## config.mk

```make
export PLATFORM = sky130hd
export DESIGN_NAME = least_loaded_server_select_core
export DESIGN_NICKNAME = d
export VERILOG_FILES = /design/src/hw/rtl/lls_pkg.sv /design/src/hw/rtl/lls_dpath.sv /design/src/hw/rtl/lls_ctrl.sv /design/src/hw/rtl/least_loaded_server_select_core.sv
export SDC_FILE = /design/constraint.sdc
export NUM_CORES = 1
export LEC_CHECK = 0
export BUFFER_PORTS_ARGS = -buffer_cell sky130_fd_sc_hd__buf_2
export CAP_MARGIN = 25
export CORE_ASPECT_RATIO = 1.5
export CORE_MARGIN = 2
export CORE_UTILIZATION = 50
export CTS_CLUSTER_SIZE = 20
export DETAILED_ROUTE_END_ITERATION = 6
export PLACE_DENSITY = 0.66
export SETUP_SLACK_MARGIN = 0.3
export SLEW_MARGIN = 20
export SYNTH_ARGS = -nofsm -noshare
export SYNTH_HDL_FRONTEND = slang
export SYNTH_SLANG_ARGS = --single-unit
export TNS_END_PERCENT = 5
```

## constraint.sdc

```tcl
create_clock -name clk -period 7.6 [get_ports clk]
set_clock_uncertainty 0.15 [all_clocks]
set_input_delay 1.52 -clock clk [delete_from_list [all_inputs] [get_ports clk]]
set_output_delay 1.52 -clock clk [all_outputs]
set_load 0.01 [all_outputs]
```

## src/hw/rtl/lls_pkg.sv

```systemverilog
`default_nettype none

package lls_pkg;

  localparam int CMD_W    = 3;
  localparam int SLOT_W   = 4;
  localparam int DELTA_W  = 16;
  localparam int LIMIT_W  = 16;
  localparam int STATUS_W = 2;
  localparam int PCT_W    = 7;
  localparam int DIV_STEPS = PCT_W;

  localparam logic [PCT_W-1:0] PCT_INIT = 7'd100;

  localparam logic [CMD_W-1:0] CMD_CHOOSE     = 3'd0;
  localparam logic [CMD_W-1:0] CMD_ACTIVATE   = 3'd1;
  localparam logic [CMD_W-1:0] CMD_DEACTIVATE = 3'd2;
  localparam logic [CMD_W-1:0] CMD_SET_LIMIT  = 3'd3;
  localparam logic [CMD_W-1:0] CMD_ADD_LOAD   = 3'd4;
  localparam logic [CMD_W-1:0] CMD_SET_AUTHED = 3'd5;

  localparam logic [STATUS_W-1:0] ST_OK           = 2'd0;
  localparam logic [STATUS_W-1:0] ST_NOT_ACTIVE   = 2'd1;
  localparam logic [STATUS_W-1:0] ST_NONE_ELIGIBLE = 2'd2;

  typedef struct packed {
    logic cap;
    logic scan_init;
    logic rd_scan;
    logic wr_cmd;
    logic res_cmd;
    logic div_init;
    logic div_step;
    logic cmp;
    logic idx_inc;
    logic res_scan;
  } ctl_t;

  typedef struct packed {
    logic req_choose;
    logic elig;
    logic last;
    logic div_last;
  } sts_t;

endpackage

`default_nettype wire

```

## src/hw/rtl/lls_dpath.sv

```systemverilog
`default_nettype none

module lls_dpath
  import lls_pkg::*;
#(
  parameter int NUM_SLOTS  = 16,
  parameter int COUNT_BITS = 16
) (
  input  wire logic                       clk,
  input  wire logic                       rst,
  input  wire ctl_t                       ctl,
  output sts_t                            sts,
  input  wire logic [CMD_W-1:0]           cmd,
  input  wire logic [SLOT_W-1:0]          slot,
  input  wire logic signed [DELTA_W-1:0]  load_delta,
  input  wire logic [LIMIT_W-1:0]         limit_value,
  input  wire logic                       authed_value,
  output logic [STATUS_W-1:0]             status,
  output logic [SLOT_W-1:0]               chosen_slot,
  output logic [PCT_W-1:0]                chosen_percent
);

  localparam int SI = (NUM_SLOTS > 1) ? $clog2(NUM_SLOTS) : 1;
  localparam int CW = COUNT_BITS;
  localparam int NW = CW + PCT_W;
  localparam int SW = ((CW > DELTA_W) ? CW : DELTA_W) + 2;
  localparam logic [CW-1:0] CNT_MAX = '1;

  // request
  logic [CMD_W-1:0]          cmd_r;
  logic [SLOT_W-1:0]         slot_r;
  logic signed [DELTA_W-1:0] delta_r;
  logic [LIMIT_W-1:0]        limit_r;
  logic                      auth_r;

  logic [NUM_SLOTS-1:0] act_v, auth_v, vld_v;
  logic [CW-1:0] load_mem  [NUM_SLOTS];
  logic [CW-1:0] limit_mem [NUM_SLOTS];

  logic [SI-1:0] ra, wa;
  logic [CW-1:0] rd_load, rd_limit, eff_load, eff_lim;
  logic          rd_act, rd_auth, rd_vld;
  logic          slot_ok, wr_en;

  logic          n_act, n_auth;
  logic [CW-1:0] n_load, n_lim;
  logic signed [SW-1:0] sum_s;

  logic [SI-1:0]    idx;
  logic [PCT_W-1:0] best;
  logic [SI-1:0]    chosen;
  logic             found;

  logic [NW-1:0] num, trial, mul100;
  logic [CW-1:0] den;
  logic [PCT_W-1:0] q;
  logic [2:0]    step;
  logic          ge, take;

  logic             fin_found;
  logic [PCT_W-1:0] fin_best;
  logic [SI-1:0]    fin_chosen;

  always_ff @(posedge clk) begin
    if (ctl.cap) begin
      cmd_r   <= cmd;
      slot_r  <= slot;
      delta_r <= load_delta;
      limit_r <= limit_value;
      auth_r  <= authed_value;
    end
  end

  assign slot_ok = (32'(slot_r) < NUM_SLOTS);
  assign wa      = SI'(slot_r);
  assign ra      = ctl.rd_scan ? idx : wa;
  assign wr_en   = ctl.wr_cmd && slot_ok;

  always_ff @(posedge clk) begin
    if (wr_en) begin
      load_mem[wa]  <= n_load;
      limit_mem[wa] <= n_lim;
    end
    rd_load  <= load_mem[ra];
    rd_limit <= limit_mem[ra];
    rd_act   <= act_v[ra];
    rd_auth  <= auth_v[ra];
    rd_vld   <= vld_v[ra];
  end

  always_ff @(posedge clk) begin
    if (rst) begin
      act_v  <= '0;
      auth_v <= '0;
      vld_v  <= '0;
    end else if (wr_en) begin
      act_v[wa]  <= n_act;
      auth_v[wa] <= n_auth;
      vld_v[wa]  <= 1'b1;
    end
  end

  // entries never written read as zero
  assign eff_load = rd_vld ? rd_load : '0;
  assign eff_lim  = rd_vld ? rd_limit : '0;

  assign sum_s = $signed(SW'(eff_load)) + SW'(delta_r);

  always_comb begin
    n_act  = rd_act;
    n_auth = rd_auth;
    n_load = eff_load;
    n_lim  = eff_lim;
    unique case (cmd_r)
      CMD_ACTIVATE: begin
        n_act  = 1'b1;
        n_auth = 1'b1;
        n_load = '0;
        n_lim  = '0;
      end
      CMD_DEACTIVATE: begin
        // an inactive slot keeps its entries
        if (rd_act) begin
          n_act  = 1'b0;
          n_auth = 1'b0;
          n_load = '0;
          n_lim  = '0;
        end
      end
      CMD_SET_LIMIT: n_lim = CW'(limit_r);
      CMD_ADD_LOAD: begin
        if (sum_s < 0) begin
          n_load = '0;
        end else if (sum_s > $signed(SW'(CNT_MAX))) begin
          n_load = CNT_MAX;
        end else begin
          n_load = CW'(sum_s);
        end
      end
      CMD_SET_AUTHED: n_auth = auth_r;
      default: ;
    endcase
  end

  // 100*load as shifts and adds
  assign mul100 = NW'({eff_load, 6'b0}) + NW'({eff_load, 5'b0}) + NW'({eff_load, 2'b0});
  assign trial  = NW'(den) << step;
  assign ge     = (num >= trial);

  always_ff @(posedge clk) begin
    if (ctl.div_init) begin
      num  <= mul100;
      den  <= eff_lim;
      q    <= '0;
      step <= 3'(DIV_STEPS - 1);
    end else if (ctl.div_step) begin
      if (ge) begin
        num     <= num - trial;
        q[step] <= 1'b1;
      end
      step <= step - 3'd1;
    end
  end

  assign take       = ctl.cmp && (q < best);
  assign fin_found  = found | take;
  assign fin_best   = take ? q : best;
  assign fin_chosen = take ? idx : chosen;

  always_ff @(posedge clk) begin
    if (ctl.scan_init) begin
      idx   <= '0;
      best  <= PCT_INIT;
      found <= 1'b0;
    end else begin
      if (take) begin
        best   <= q;
        chosen <= idx;
        found  <= 1'b1;
      end
      if (ctl.idx_inc) begin
        idx <= idx + SI'(1);
      end
    end
  end

  always_ff @(posedge clk) begin
    if (ctl.res_cmd) begin
      status         <= (cmd_r == CMD_DEACTIVATE && slot_ok && !rd_act) ? ST_NOT_ACTIVE
                                                                        : ST_OK;
      chosen_slot    <= '0;
      chosen_percent <= '0;
    end else if (ctl.res_scan) begin
      if (fin_found) begin
        status         <= ST_OK;
        chosen_slot    <= SLOT_W'(fin_chosen);
        chosen_percent <= fin_best;
      end else begin
        status         <= ST_NONE_ELIGIBLE;
        chosen_slot    <= '0;
        chosen_percent <= '0;
      end
    end
  end

  assign sts.req_choose = (cmd == CMD_CHOOSE);
  assign sts.elig       = rd_act && rd_auth && (eff_lim != '0) && (eff_load < eff_lim);
  assign sts.last       = (idx == SI'(NUM_SLOTS - 1));
  assign sts.div_last   = (step == 3'd0);

endmodule

`default_nettype wire

```

## src/hw/rtl/lls_ctrl.sv

```systemverilog
`default_nettype none

module lls_ctrl
  import lls_pkg::*;
(
  input  wire logic clk,
  input  wire logic rst,
  input  wire logic start,
  input  wire sts_t sts,
  output ctl_t      ctl,
  output logic      busy,
  output logic      done
);

  typedef enum logic [2:0] {
    IDLE, CMD_RD, CMD_WR, SC_RD, SC_CHK, SC_DIV, SC_CMP
  } state_t;

  state_t state;

  always_comb begin
    ctl = '0;
    unique case (state)
      IDLE: begin
        ctl.cap       = start;
        ctl.scan_init = start && sts.req_choose;
      end
      CMD_RD: ctl.rd_scan = 1'b0;
      CMD_WR: begin
        ctl.wr_cmd  = 1'b1;
        ctl.res_cmd = 1'b1;
      end
      SC_RD: ctl.rd_scan = 1'b1;
      SC_CHK: begin
        ctl.div_init = sts.elig;
        ctl.res_scan = !sts.elig && sts.last;
        ctl.idx_inc  = !sts.elig && !sts.last;
      end
      SC_DIV: ctl.div_step = 1'b1;
      SC_CMP: begin
        ctl.cmp      = 1'b1;
        ctl.res_scan = sts.last;
        ctl.idx_inc  = !sts.last;
      end
      default: ;
    endcase
  end

  always_ff @(posedge clk) begin
    if (rst) begin
      state <= IDLE;
      busy  <= 1'b0;
      done  <= 1'b0;
    end else begin
      done <= 1'b0;
      unique case (state)
        IDLE: begin
          if (start) begin
            busy  <= 1'b1;
            state <= sts.req_choose ? SC_RD : CMD_RD;
          end
        end
        CMD_RD: state <= CMD_WR;
        CMD_WR: begin
          done  <= 1'b1;
          busy  <= 1'b0;
          state <= IDLE;
        end
        SC_RD: state <= SC_CHK;
        SC_CHK: begin
          if (sts.elig) begin
            state <= SC_DIV;
          end else if (sts.last) begin
            done  <= 1'b1;
            busy  <= 1'b0;
            state <= IDLE;
          end else begin
            state <= SC_RD;
          end
        end
        SC_DIV: begin
          if (sts.div_last) begin
            state <= SC_CMP;
          end
        end
        SC_CMP: begin
          if (sts.last) begin
            done  <= 1'b1;
            busy  <= 1'b0;
            state <= IDLE;
          end else begin
            state <= SC_RD;
          end
        end
        default: state <= IDLE;
      endcase
    end
  end

  a_done_idle: assert property (@(posedge clk) disable iff (rst) done |-> !busy)
    else $error("result strobe while busy");
  a_done_pulse: assert property (@(posedge clk) disable iff (rst) done |=> !done)
    else $error("result strobe held");
  a_accept_busy: assert property (@(posedge clk) disable iff (rst)
    (start && !busy) |=> busy)
    else $error("request accepted but not busy");
  a_div_busy: assert property (@(posedge clk) disable iff (rst)
    (state == SC_DIV) |-> busy)
    else $error("divider running while idle");
  a_done_src: assert property (@(posedge clk) disable iff (rst)
    done |-> ($past(state) == CMD_WR || $past(state) == SC_CHK || $past(state) == SC_CMP))
    else $error("result strobe from wrong state");

endmodule

`default_nettype wire

```

## src/hw/rtl/least_loaded_server_select_core.sv

```systemverilog
`default_nettype none

// channel  | handshake          | payload
// request  | start in, busy out | cmd, slot, load_delta, limit_value, authed_value
// result   | done out (strobe)  | status, chosen_slot, chosen_percent
//
// Request taken when start is high and busy low; one result per request,
// shown for the single cycle that done is high.
// Commands other than choose: done rises after a read state and a write-back state (CMD_RD, CMD_WR).
// Choose: each slot is read (SC_RD) and checked (SC_CHK); an eligible slot then
// runs the restoring divider shared by all slots (SC_DIV) and is compared (SC_CMP);
// done rises when the last slot is finished.
// rst clears all slot flags at once; no clearing pass.
// The receiver cannot stall; busy drops as done rises, so the next request
// can be taken in the strobe cycle.

module least_loaded_server_select_core
  import lls_pkg::*;
#(
  parameter int NUM_SLOTS  = 16,
  parameter int COUNT_BITS = 16
) (
  input  wire logic                      clk,
  input  wire logic                      rst,
  input  wire logic                      start,
  output logic                           busy,
  input  wire logic [CMD_W-1:0]          cmd,
  input  wire logic [SLOT_W-1:0]         slot,
  input  wire logic signed [DELTA_W-1:0] load_delta,
  input  wire logic [LIMIT_W-1:0]        limit_value,
  input  wire logic                      authed_value,
  output logic                           done,
  output logic [STATUS_W-1:0]            status,
  output logic [SLOT_W-1:0]              chosen_slot,
  output logic [PCT_W-1:0]               chosen_percent
);

  ctl_t ctl;
  sts_t sts;

  lls_ctrl u_ctrl (
    .clk   (clk),
    .rst   (rst),
    .start (start),
    .sts   (sts),
    .ctl   (ctl),
    .busy  (busy),
    .done  (done)
  );

  lls_dpath #(
    .NUM_SLOTS  (NUM_SLOTS),
    .COUNT_BITS (COUNT_BITS)
  ) u_dpath (
    .clk            (clk),
    .rst            (rst),
    .ctl            (ctl),
    .sts            (sts),
    .cmd            (cmd),
    .slot           (slot),
    .load_delta     (load_delta),
    .limit_value    (limit_value),
    .authed_value   (authed_value),
    .status         (status),
    .chosen_slot    (chosen_slot),
    .chosen_percent (chosen_percent)
  );

endmodule

`default_nettype wire
```

==> results of run 1 <==
-- layer usage --
metal	wire (um)	part of all wire, %	global-route usage, %	up-vias
li1	-	-	-	8530
met1	30100	38	29.4	9680
met2	40700	51	42.4	726
met3	4770	6.0	3.55	177
met4	3520	4.5	11.4	0
met5	0	0	0	-
-- final cells by class --
type                    instances  area (um^2)  area share, %
flip-flops and latches        718        20400           57.5
multi-input cells            1261        10700           30.4
clock buffers                  94         1930           5.47
well taps                     805         1010           2.85
repair buffers                111          719           2.03
clock inverters                31          349          0.987
inverters                      70          263          0.743
diodes                          1         2.50        0.00707
-- per-stage QoR --
| stage | total power [W] | std cells | worst slack [ps] | util (%) |
|---|---|---|---|---|
| floorplan | 0.00519 | 2163 | 2130 | - |
| global placement | 0.00546 | 2959 | 2050 | 52.3 |
| detailed placement | 0.00548 | 2961 | 2340 | 52.3 |
| CTS | 0.00894 | 3086 | 2320 | 55.9 |
| global route | 0.00916 | 3091 | 2160 | 56.0 |
| finish | 0.00888 | 3091 | 2580 | 56.0 |
-- registers in the layout, summed over array words and instances, names as in the netlist, 16 cells and up --
name,cells
u_dpath.delta_r,16
u_dpath.den,16
u_dpath.rd_limit,16
u_dpath.load_mem,256
u_dpath.num,23
u_dpath.rd_load,16
u_dpath.vld_v,16
u_dpath.limit_mem,256
u_dpath.auth_v,16
u_dpath.limit_r,16
u_dpath.act_v,16
-- worst max path at each step --
stage | startpoint | end | cells past startpoint
6_report | u_dpath.step[1] | u_dpath.num[1] | 11
5_1_grt | u_dpath.step[1] | u_dpath.num[1] | 14
4_1_cts | u_dpath.step[0] | u_dpath.num[1] | 13
3_5_place_dp | u_dpath.step[0] | u_dpath.num[1] | 13
3_3_place_gp | u_dpath.step[0] | u_dpath.num[1] | 12
2_1_floorplan | u_dpath.step[0] | u_dpath.num[0] | 12
-- report_power, final --
group / total [W] / switching [W] / internal [W] / leakage [nW]
registers: 0.00448 / 0.0000877 / 0.00439 / 6.50
clock network: 0.00347 / 0.00144 / 0.00203 / 1.10
logic: 0.000929 / 0.000566 / 0.000363 / 4.94
-- synthesized netlist by cell type (all sizes together), types with 10 or more instances --
library cell,count,share of area [%]
a211oi,49,1.2
a21o,33,0.79
a21oi,83,1.3
a22oi,15,0.35
a31oi,69,1.4
and2,49,0.98
and3,14,0.28
buf,44,0.98
clkbuf,68,0.87
dfxtp,121,7.6
edfxtp,597,56
fa,10,0.63
ha,84,3.3
inv,69,0.81
mux2i,51,1.7
mux4,146,10
nand2,203,2.4
nand2b,14,0.28
nand3,34,0.53
nor2,122,1.4
nor3,26,0.41
o211ai,26,0.63
o21ai,70,1.1
xnor2,16,0.44
xor2,37,1.0
-- worst max-delay path, delay by kind of cell (launching register included) --
| family | cells | cell delay (ps) |
|---|---|---|
| AO/OA/AOI/OAI | 4 | 1350 |
| AND/OR/NAND/NOR | 3 | 1140 |
| flip-flops | 1 | 990 |
| adder cells (fa/ha/maj) | 1 | 460 |
| multiplexers | 2 | 370 |
| buffers and inverters | 1 | 260 |
-- layout by cell type (no fill, tap or decap), drive strengths merged, types with 6 or more instances in the layout --
master	synthesis	routed
edfxtp	597	597
nand2	203	203
mux4	146	146
nor2	122	122
dfxtp	121	121
buf	44	108
clkbuf	68	97
ha	84	84
a21oi	83	83
inv	69	73
o21ai	70	70
a31oi	69	69
mux2i	51	51
a211oi	49	49
and2	49	49
xor2	37	37
nand3	34	34
a21o	33	33
o211ai	26	26
nor3	26	26
clkinv	1	18
xnor2	16	16
a22oi	15	15
nand2b	14	14
and3	14	14
fa	10	10
o31ai	9	9
o32ai	9	9
nand4	8	8
nor2b	8	8
bufinv	0	7
o21a	6	6
or3	6	6
-- kinds of logic (layout without fill, tap and decap cells) --
kind of cell	Yosys count	in the layout	share of synthesized area, %
adder cells (fa/ha/maj)	94	94	3.93
multiplexers	200	200	12.1
AND/OR/NAND/NOR	508	508	7.38
other	0	1	0
XOR/XNOR	53	53	1.46
AO/OA/AOI/OAI	406	406	8.36
flip-flops	718	718	64.0
buffers and inverters	184	306	2.80
==> results.md, run 1 <==
* Hold path depth at 2
* DIE WIDTH at approximately 210 um
* Core ar. at roughly 63000 um^2
* Area Overhead vs Synth at 11.2%
* Drt total wl at roughly 79000 um
* H-Tree Depth at 3
* Final Net Count at about 2400
* Num rows at about 110
* CP arrival at slightly above 5000 ps
* Max-cap viol count at 0
* DR iter-0 viols at between 1500 and 2000
* Min cycle time layout at roughly 5000 ps
* Die H at 313 um
* Pin count of the biggest net entering global routing at 120
* Clk pin slew, worst setup/hold paths at 70 ps
* TritonCTS buffer count at 69
* Post-route cell area at 35400 um^2
* Synth Warn # at 0
* Initial Utilization at 50.3%
* Max_slew headroom at roughly 28%
* Hold_buf cts at 0
* Worst hold path class: reg -> reg
* Hold path startpoint: u_dpath.vld_v[0]
* Clock sink total at just over 700
* Sequential share of the synthesized area at 64.0%
* Syn Inst Count at 2163
* Post-Synthesis Cell Area at 31800 um^2
* Post-synth EDFFs at a little under 600
* Pwr Density at approximately 250 nW/um^2
* GRT overflow at 0
* Synth Flop Type: edfxtp_1
* Post-CTS sizing at 0
* Number of global-route vias before repair at 19100
* Cell variety after synth at 83
* DIE AREA at approximately 66000 um^2
* Initial DRT Pass Iterations at 6
* Reg2Reg Depth at 11
* CTS tree: done
* Slew Limit Fails at 0
* Worst-path cell chain: mux2i_1 -> a21oi_1 -> mux2i_1 -> ha_1 -> nand2_1 -> or3_1 -> or4_1 -> a21oi_1 -> o221ai_2 -> o21ai_2 -> buf_6
* Clk_lat worst skew at between 600 and 700 ps
* Post-DR wirelength/cell at 25.6 um
* Total number of vias at 19100
* Num ports at 58
* WHS Endpoint: u_dpath.vld_v[0]
* Global-route wire length before repair at 118000 um
* Asr flop ratio synth at 0%
* Share of cells above drive strength 1 at 17.7%
* DR vias/cell at a little over 6
* Gpl congestion at roughly 0.92
* Worst r2r src: u_dpath.step[1]
* WS Path Type: reg -> reg
* #FFs+latches synth at ~720
* VDD IR max at approximately 160 uV
* DR DRC count at 0
* Post CTS Setup Buffer Count at 0
* Final hold violation count at 0
* Hold WS at 323 ps
* Final Setup Violations at 0
* Antenna violations before repair at 1
* HPWL Detailed at approximately 47000 um
* Unrepaired setup endpoints after global routing: false
* R2r endpoint: u_dpath.num[1]
* Max incr delay on CP at a little under 1000 ps
* Outcome: completed
* Critical Path Sink Type: flip-flop
* Setup TNS at 0 ps
* Actual slew at the worst max-slew pin at 1070 ps
* DRT antenna net count at 0
* Placed Area at approximately 33000 um^2
* Max Clock Freq at approximately 200 MHz
* Startpoint Class: flip-flop
* CTS root buffer: clkbuf_16
* GRT Util Overall at about a quarter
* Static Leak at between 10 and 15 nW
* Critical Path Fanout Max at 26
* Longest Clk Path Bufs at 3
* Required time of the critical path at 7750 ps
* Fillers at roughly 4900
* Buffers on Ports at between 50 and 60
* Final worst-path cycle share at between 60% and 70%
* Syn nets at 2300
* Average size of a mapped cell at around 15 um^2
* Critical-path top delay cell: dfxtp_1
* Worst R2R Setup Slack at roughly 2600 ps
(Power assumes the default switching activity.)
==> run 2, diff against run 1 <==
--- a/config.mk
+++ b/config.mk
@@ -12,7 +12,7 @@
 export CORE_UTILIZATION = 50
 export CTS_CLUSTER_SIZE = 20
 export DETAILED_ROUTE_END_ITERATION = 6
-export PLACE_DENSITY = 0.66
+export PLACE_DENSITY = 0.68
 export SETUP_SLACK_MARGIN = 0.3
 export SLEW_MARGIN = 20
 export SYNTH_ARGS = -nofsm -noshare
==> constraint.sdc (replaced) <==
create_clock -name clk -period 4.1 [get_ports clk]
set_clock_uncertainty 0.15 [all_clocks]
set_input_delay 0.82 -clock clk [delete_from_list [all_inputs] [get_ports clk]]
set_output_delay 0.82 -clock clk [all_outputs]
set_load 0.01 [all_outputs]
==> run 2 against run 1 <==
  * Wire length is 3.4% higher
  * Combinational power up 110%
  * Power up 85%
  * Cell area increased by 3.0%
  * Largest cell class unchanged
  * Worst setup slack got worse by 2300 ps
  * Non-clock buffer count up 90
  * Die area is the same
==> results.md, run 2 (synthesized netlist as in run 1, its figures left out) <==
* Critical Path Sink Type: flip-flop
* Post-route cell area at 36400 um^2
* Hold WS at between 200 and 250 ps
* Drt total wl at slightly above 80000 um
* Registers with the most flip-flops: u_dpath.limit_mem: 256 flops, u_dpath.load_mem: 256 flops, u_dpath.num: 23 flops
* Reg2Reg Depth at 12
* Gpl congestion at a little over 0.9
* H-Tree Depth at 3
* TritonCTS buffer count at 70
* Critical Path Fanout Max at 26
* Pwr Density at 452 nW/um^2
* Footprint of the multi-input gates at 10800 um^2
* Number of global-route vias before repair at about 20000
* Final Setup Violations at 0
* Initial Utilization at approximately half
* Actual slew at the worst max-slew pin at 977 ps
* Clock network fraction of total power at between 30% and 40%
* Required time of the critical path at ~4300 ps
* Die H at 313 um
* Setup TNS at 0 ps
* Max-cap viol count at 0
* Slew Limit Fails at 0
* Inserted Diodes at 0
* Core ar. at between 60000 and 70000 um^2
* DIE AREA at ~66000 um^2
* Global-route wire length before repair at between 100000 and 150000 um
* R2r endpoint: u_dpath.num[13]
* DR iter-0 viols at ~1800
* Pin count of the biggest net entering global routing at 62
* Most frequent cells in the layout: edfxtp_1 (597), nand2_1 (194), mux4_2 (146)
* GRT overflow at 0
* Total number of vias at about 20000
* CTS tree: done
* Share of cells above drive strength 1 at 21.8%
* Final worst-path cycle share at 94.0%
* Unrepaired setup endpoints after global routing: true
* CTS root buffer: clkbuf_16
* P_sw at 0.00401 W
* Worst setup startpoint: u_dpath.step[1]
* Final worst setup slack at 244 ps
* Startpoint Class: flip-flop
* DRT antenna net count at 0
* Hold path depth at 1
* Final Net Count at roughly 2500
* Max_slew headroom at 34.5%
* Antenna violations before repair at 1
* DIE WIDTH at between 200 and 250 um
* Final hold violation count at 0
* HPWL Detailed at between 50000 and 60000 um
* Outcome: completed
* Place WS at -20.8 ps
* Most common cell after layout, fill and taps aside: edfxtp_1
* WS Path Type: reg -> reg
* Post-DR wirelength/cell at ~26 um
* Worst r2r src: u_dpath.step[1]
* CP arrival at slightly above 4000 ps
* WHS Endpoint: u_dpath.slot_r[3]
* VDD IR max at around 270 uV
* Hold_buf cts at 0
* GRT Util Overall at between 20% and 30%
* Placed Area at ~34000 um^2
* Fillers at 4858
* Worst hold path class: in -> reg
* Sw frac at 24.3%
* Worst R2R Setup Slack at around 240 ps
* Clock sink total at between 700 and 800
* Area Overhead vs Synth at 14.6%
* Static Leak at 13.1 nW
* Clk pin slew, worst setup/hold paths at roughly 60 ps
* DR vias/cell at roughly 6.2
* DR DRC count at 0
* Gate power share at 11.7%
* Register area at between 20000 and 25000 um^2
* Initial DRT Pass Iterations at 7
* Sequential share of power at between 50 and 60%
* Longest Clk Path Bufs at 3
* Internal at ~0.012 W
* Num rows at between 100 and 150
* Hold path startpoint: slot[3]
* Min cycle time layout at between 3000 and 4000 ps
* Clk_lat worst skew at 620 ps
* Num ports at 58
* Buffers on Ports at 57
* Max Clock Freq at 259 MHz
-- run 2: cell types whose count changed in the layout (fill, tap and decap cells not counted), sizes merged --
cell	delta
inv	+1
bufinv	-4
clkbuf	-4
buf	+90
clkinv	+10
diode	-1
clkinvlp	-3
-- run 2: how the worst max path moves through the flow --
stage	to	slack (ps)	cells past startpoint
after floorplan	u_dpath.act_v[8]	-200	6
after global placement	u_dpath.load_mem[14][9]	250	11
after detailed placement	u_dpath.load_mem[12][13]	-20	11
after CTS	u_dpath.load_mem[7][9]	60	11
after global routing	u_dpath.load_mem[7][14]	130	13
final	u_dpath.num[13]	240	12
-- run 2: routing by layer --
metal	vias to the layer above	GRT usage, %	wire length, um
li1	8716	-	-
met4	2	10.0	3370
met1	9988	31.4	31300
met5	-	0	57
met2	699	44.4	42400
met3	162	3.20	4660
-- run 2: metrics by stage --
stage / power (W) / std cells / utilization (%)
after global placement: 0.0103 / 3042 / 53.9
after detailed placement: 0.0103 / 3043 / 53.9
after CTS: 0.0165 / 3169 / 57.4
after global routing: 0.0170 / 3180 / 57.7
final: 0.0165 / 3180 / 57.7
after floorplan: 0.00963 / 2163 / -
-- run 2: layout make-up --
cell class	count	share of cell area, %
Sequential cell	718	55.8
Inverter	70	0.728
Timing Repair Buffer	201	4.89
Clock inverter	35	0.796
Multi-Input combinational cell	1261	29.7
Tap cell	805	2.76
Clock buffer	90	5.29
-- run 2: worst max-delay path, stage by stage (launching register included) --
cell	delay [ps]
dfxtp_1	370
buf_12	190
mux2i_1	110
o21ai_0	270
mux2i_1	160
ha_1	280
or4_1	530
o21ai_1	230
nand2_1	210
a31o_2	310
a21o_1	180
a211o_1	340
a31o_2	260
-- run 2: power groups by stage --
stage | sequential [W] | clock, W | combinational (W)
final | 0.00826 | 0.00627 | 0.00193
after global routing | 0.00826 | 0.00665 | 0.00210
after CTS | 0.00825 | 0.00636 | 0.00190
after detailed placement | 0.00841 | 0 | 0.00189
after global placement | 0.00841 | 0 | 0.00185
after floorplan | 0.00835 | 0 | 0.00128
-- run 2: repair_timing --
item                       4_1_cts  5_1_grt
gates cloned                     0        1
buffers inserted                 1        5
setup endpoints to repair      154      278
pin swaps                        1        3
gates resized for setup          0       19
==> run 3, diff against run 2 <==
--- a/config.mk
+++ b/config.mk
@@ -13,7 +13,7 @@
 export CTS_CLUSTER_SIZE = 20
 export DETAILED_ROUTE_END_ITERATION = 6
 export PLACE_DENSITY = 0.68
-export SETUP_SLACK_MARGIN = 0.3
+export SETUP_SLACK_MARGIN = 0.4
 export SLEW_MARGIN = 20
 export SYNTH_ARGS = -nofsm -noshare
 export SYNTH_HDL_FRONTEND = slang
==> run 3 against run 2 <==
  * Via count increased by 0.44%
  * Combinational power about the same
  * Register-to-register slack better by 140 ps
  * Clock power hardly changed
  * First-iteration DRC count fell by 8.4%
  * Hold slack worse by 2.1 ps
  * Cell area increased by 0.42%
  * Non-clock buffer count fell by 10
  * Utilization increased by 0.24 points
  * Sequential power about the same
  * Power grew 0.21%
  * Largest cell class unchanged
==> results.md, run 3 (synthesized netlist as in run 1, its figures left out) <==
* Outcome: completed
* Gpl congestion at 0.944
* Total number of vias at 19700
* TritonCTS buffer count at 67
* Critical Path Sink Type: flip-flop
* DIE WIDTH at around 210 um
* Num rows at 113
* Max Clock Freq at around 270 MHz
* CTS tree: done
* Actual slew at the worst max-slew pin at around 1100 ps
* Drt total wl at roughly 80000 um
* Final Net Count at roughly 2400
* DIE AREA at between 60000 and 70000 um^2
* Clk pin slew, worst setup/hold paths at roughly 70 ps
* Unrepaired setup endpoints after global routing: true
* Worst hold path class: in -> reg
* Final hold violation count at 0
* Max_slew headroom at between 20% and 30%
* Static Leak at between 10 and 15 nW
* Required time of the critical path at around 4300 ps
* H-Tree Depth at 3
* DR vias/cell at just over 6
* Initial Utilization at approximately half
* Min cycle time layout at 3720 ps
* Number of global-route vias before repair at 19900
* Setup TNS at 0 ps
* Clock sink total at 718
* Area Overhead vs Synth at 15.0%
* Longest Clk Path Bufs at 3
* Die H at about 310 um
* Most common cell after layout, fill and taps aside: edfxtp_1
* Registers with the most flip-flops: u_dpath.limit_mem: 256 flops, u_dpath.load_mem: 256 flops, u_dpath.num: 23 flops
* Internal at between 0.01 and 0.015 W
* Slew Limit Fails at 0
* Global-route wire length before repair at roughly 120000 um
* Buffers on Ports at between 50 and 60
* Fillers at between 4000 and 5000
* Sequential share of power at 50.1%
* Pin count of the biggest net entering global routing at 54
* Sw frac at approximately a quarter
* Power consumption at about 0.016 W
* DR DRC count at 0
* Hold_buf cts at 0
* Startpoint Class: flip-flop
* Post-DR wirelength/cell at about 25 um
* Final Setup Violations at 0
* Pwr Density at 451 nW/um^2
* HPWL Detailed at around 52000 um
* CTS root buffer: clkbuf_16
* GRT Util Overall at around a quarter
* WS Path Type: reg -> reg
* GRT overflow at 0
* Num ports at between 50 and 60
* Post-route cell area at 36600 um^2
* Clock network fraction of total power at 38.1%
* CP arrival at between 3000 and 4000 ps
* Critical Path Fanout Max at 16
* Final worst setup slack at about 380 ps
* VDD IR max at ~260 uV
* Share of cells above drive strength 1 at a little under a quarter
* Placed Area at roughly 34000 um^2
* Most frequent cells in the layout: edfxtp_1 (597), nand2_1 (188), mux4_2 (146)
* Initial DRT Pass Iterations at 7
* Final core occ at a little under 60%
* Gate power share at between 10% and 20%
* Antenna violations before repair at 0
* Final worst-path cycle share at just over 90%
* DRT antenna net count at 0
* Max-cap viol count at 0
* Inserted Diodes at 0
* DR iter-0 viols at 1659
* Place WS at -80.6 ps
* Core ar. at roughly 63000 um^2
* P_sw at between 0.003 and 0.004 W
* Clk_lat worst skew at ~630 ps
-- run 3: changes by cell type in the layout (fill, tap and decap cells not counted), sizes merged --
cell	delta
bufinv	+2
clkinv	-7
clkbuf	-1
clkinvlp	+4
buf	-10
-- run 3: critical path, cell delays in order (launching register included) --
cell,delay (ps)
dfxtp_2,380
buf_12,150
and2_1,150
ha_2,230
ha_2,230
a2111oi_0,90
or4_1,560
a211o_1,310
a21boi_2,170
o21ai_2,100
mux2i_1,170
o21ai_4,300
buf_6,150
o211ai_1,100
buf_4,200
-- run 3: through the flow --
stage	hold WS [ps]	cells
final	218	3168
after global routing	203	3168
after CTS	184	3158
after detailed placement	308	3028
after global placement	294	3027
after floorplan	285	2163
-- run 3: area by class of cell --
type                    count  area, um^2  area share [%]
flip-flops and latches    718       20400            55.6
multi-input cells        1261       11000            30.2
clock buffers              89        1880            5.15
repair buffers            191        1700            4.64
well taps                 805        1010            2.75
clock inverters            34         337           0.920
inverters                  70         265           0.725
-- run 3: worst paths after layout --
check,startpoint,endpoint,slack (ps),cells past startpoint
setup / recovery,u_dpath.rd_vld,u_dpath.load_mem[2][13],380,14
hold / removal,limit_value[3],u_dpath.limit_r[3],220,1
setup reg to reg,u_dpath.rd_vld,u_dpath.load_mem[2][13],380,14
hold reg to reg,u_dpath.vld_v[13],u_dpath.vld_v[13],320,2
-- run 3: repair_timing --
item	in CTS	in global routing
resized for setup	15	57
setup endpoints to repair	322	329
cloned	0	3
pin swaps	6	8
setup buffers	7	6
-- run 3: metal layers --
layer | track usage, % | wire (um)
met5 | 0 | 0
met4 | 13.6 | 4400
met3 | 3.89 | 4770
met2 | 42.7 | 41100
met1 | 29.2 | 30000
-- run 3: power by group through the flow --
| stage | Combinational [W] | Clock, W | Sequential [W] |
|---|---|---|---|
| floorplan | 0.00129 | 0 | 0.00835 |
| global placement | 0.00180 | 0 | 0.00842 |
| detailed placement | 0.00185 | 0 | 0.00842 |
| CTS | 0.00187 | 0.00638 | 0.00826 |
| global route | 0.00210 | 0.00664 | 0.00828 |
| finish | 0.00194 | 0.00629 | 0.00827 |
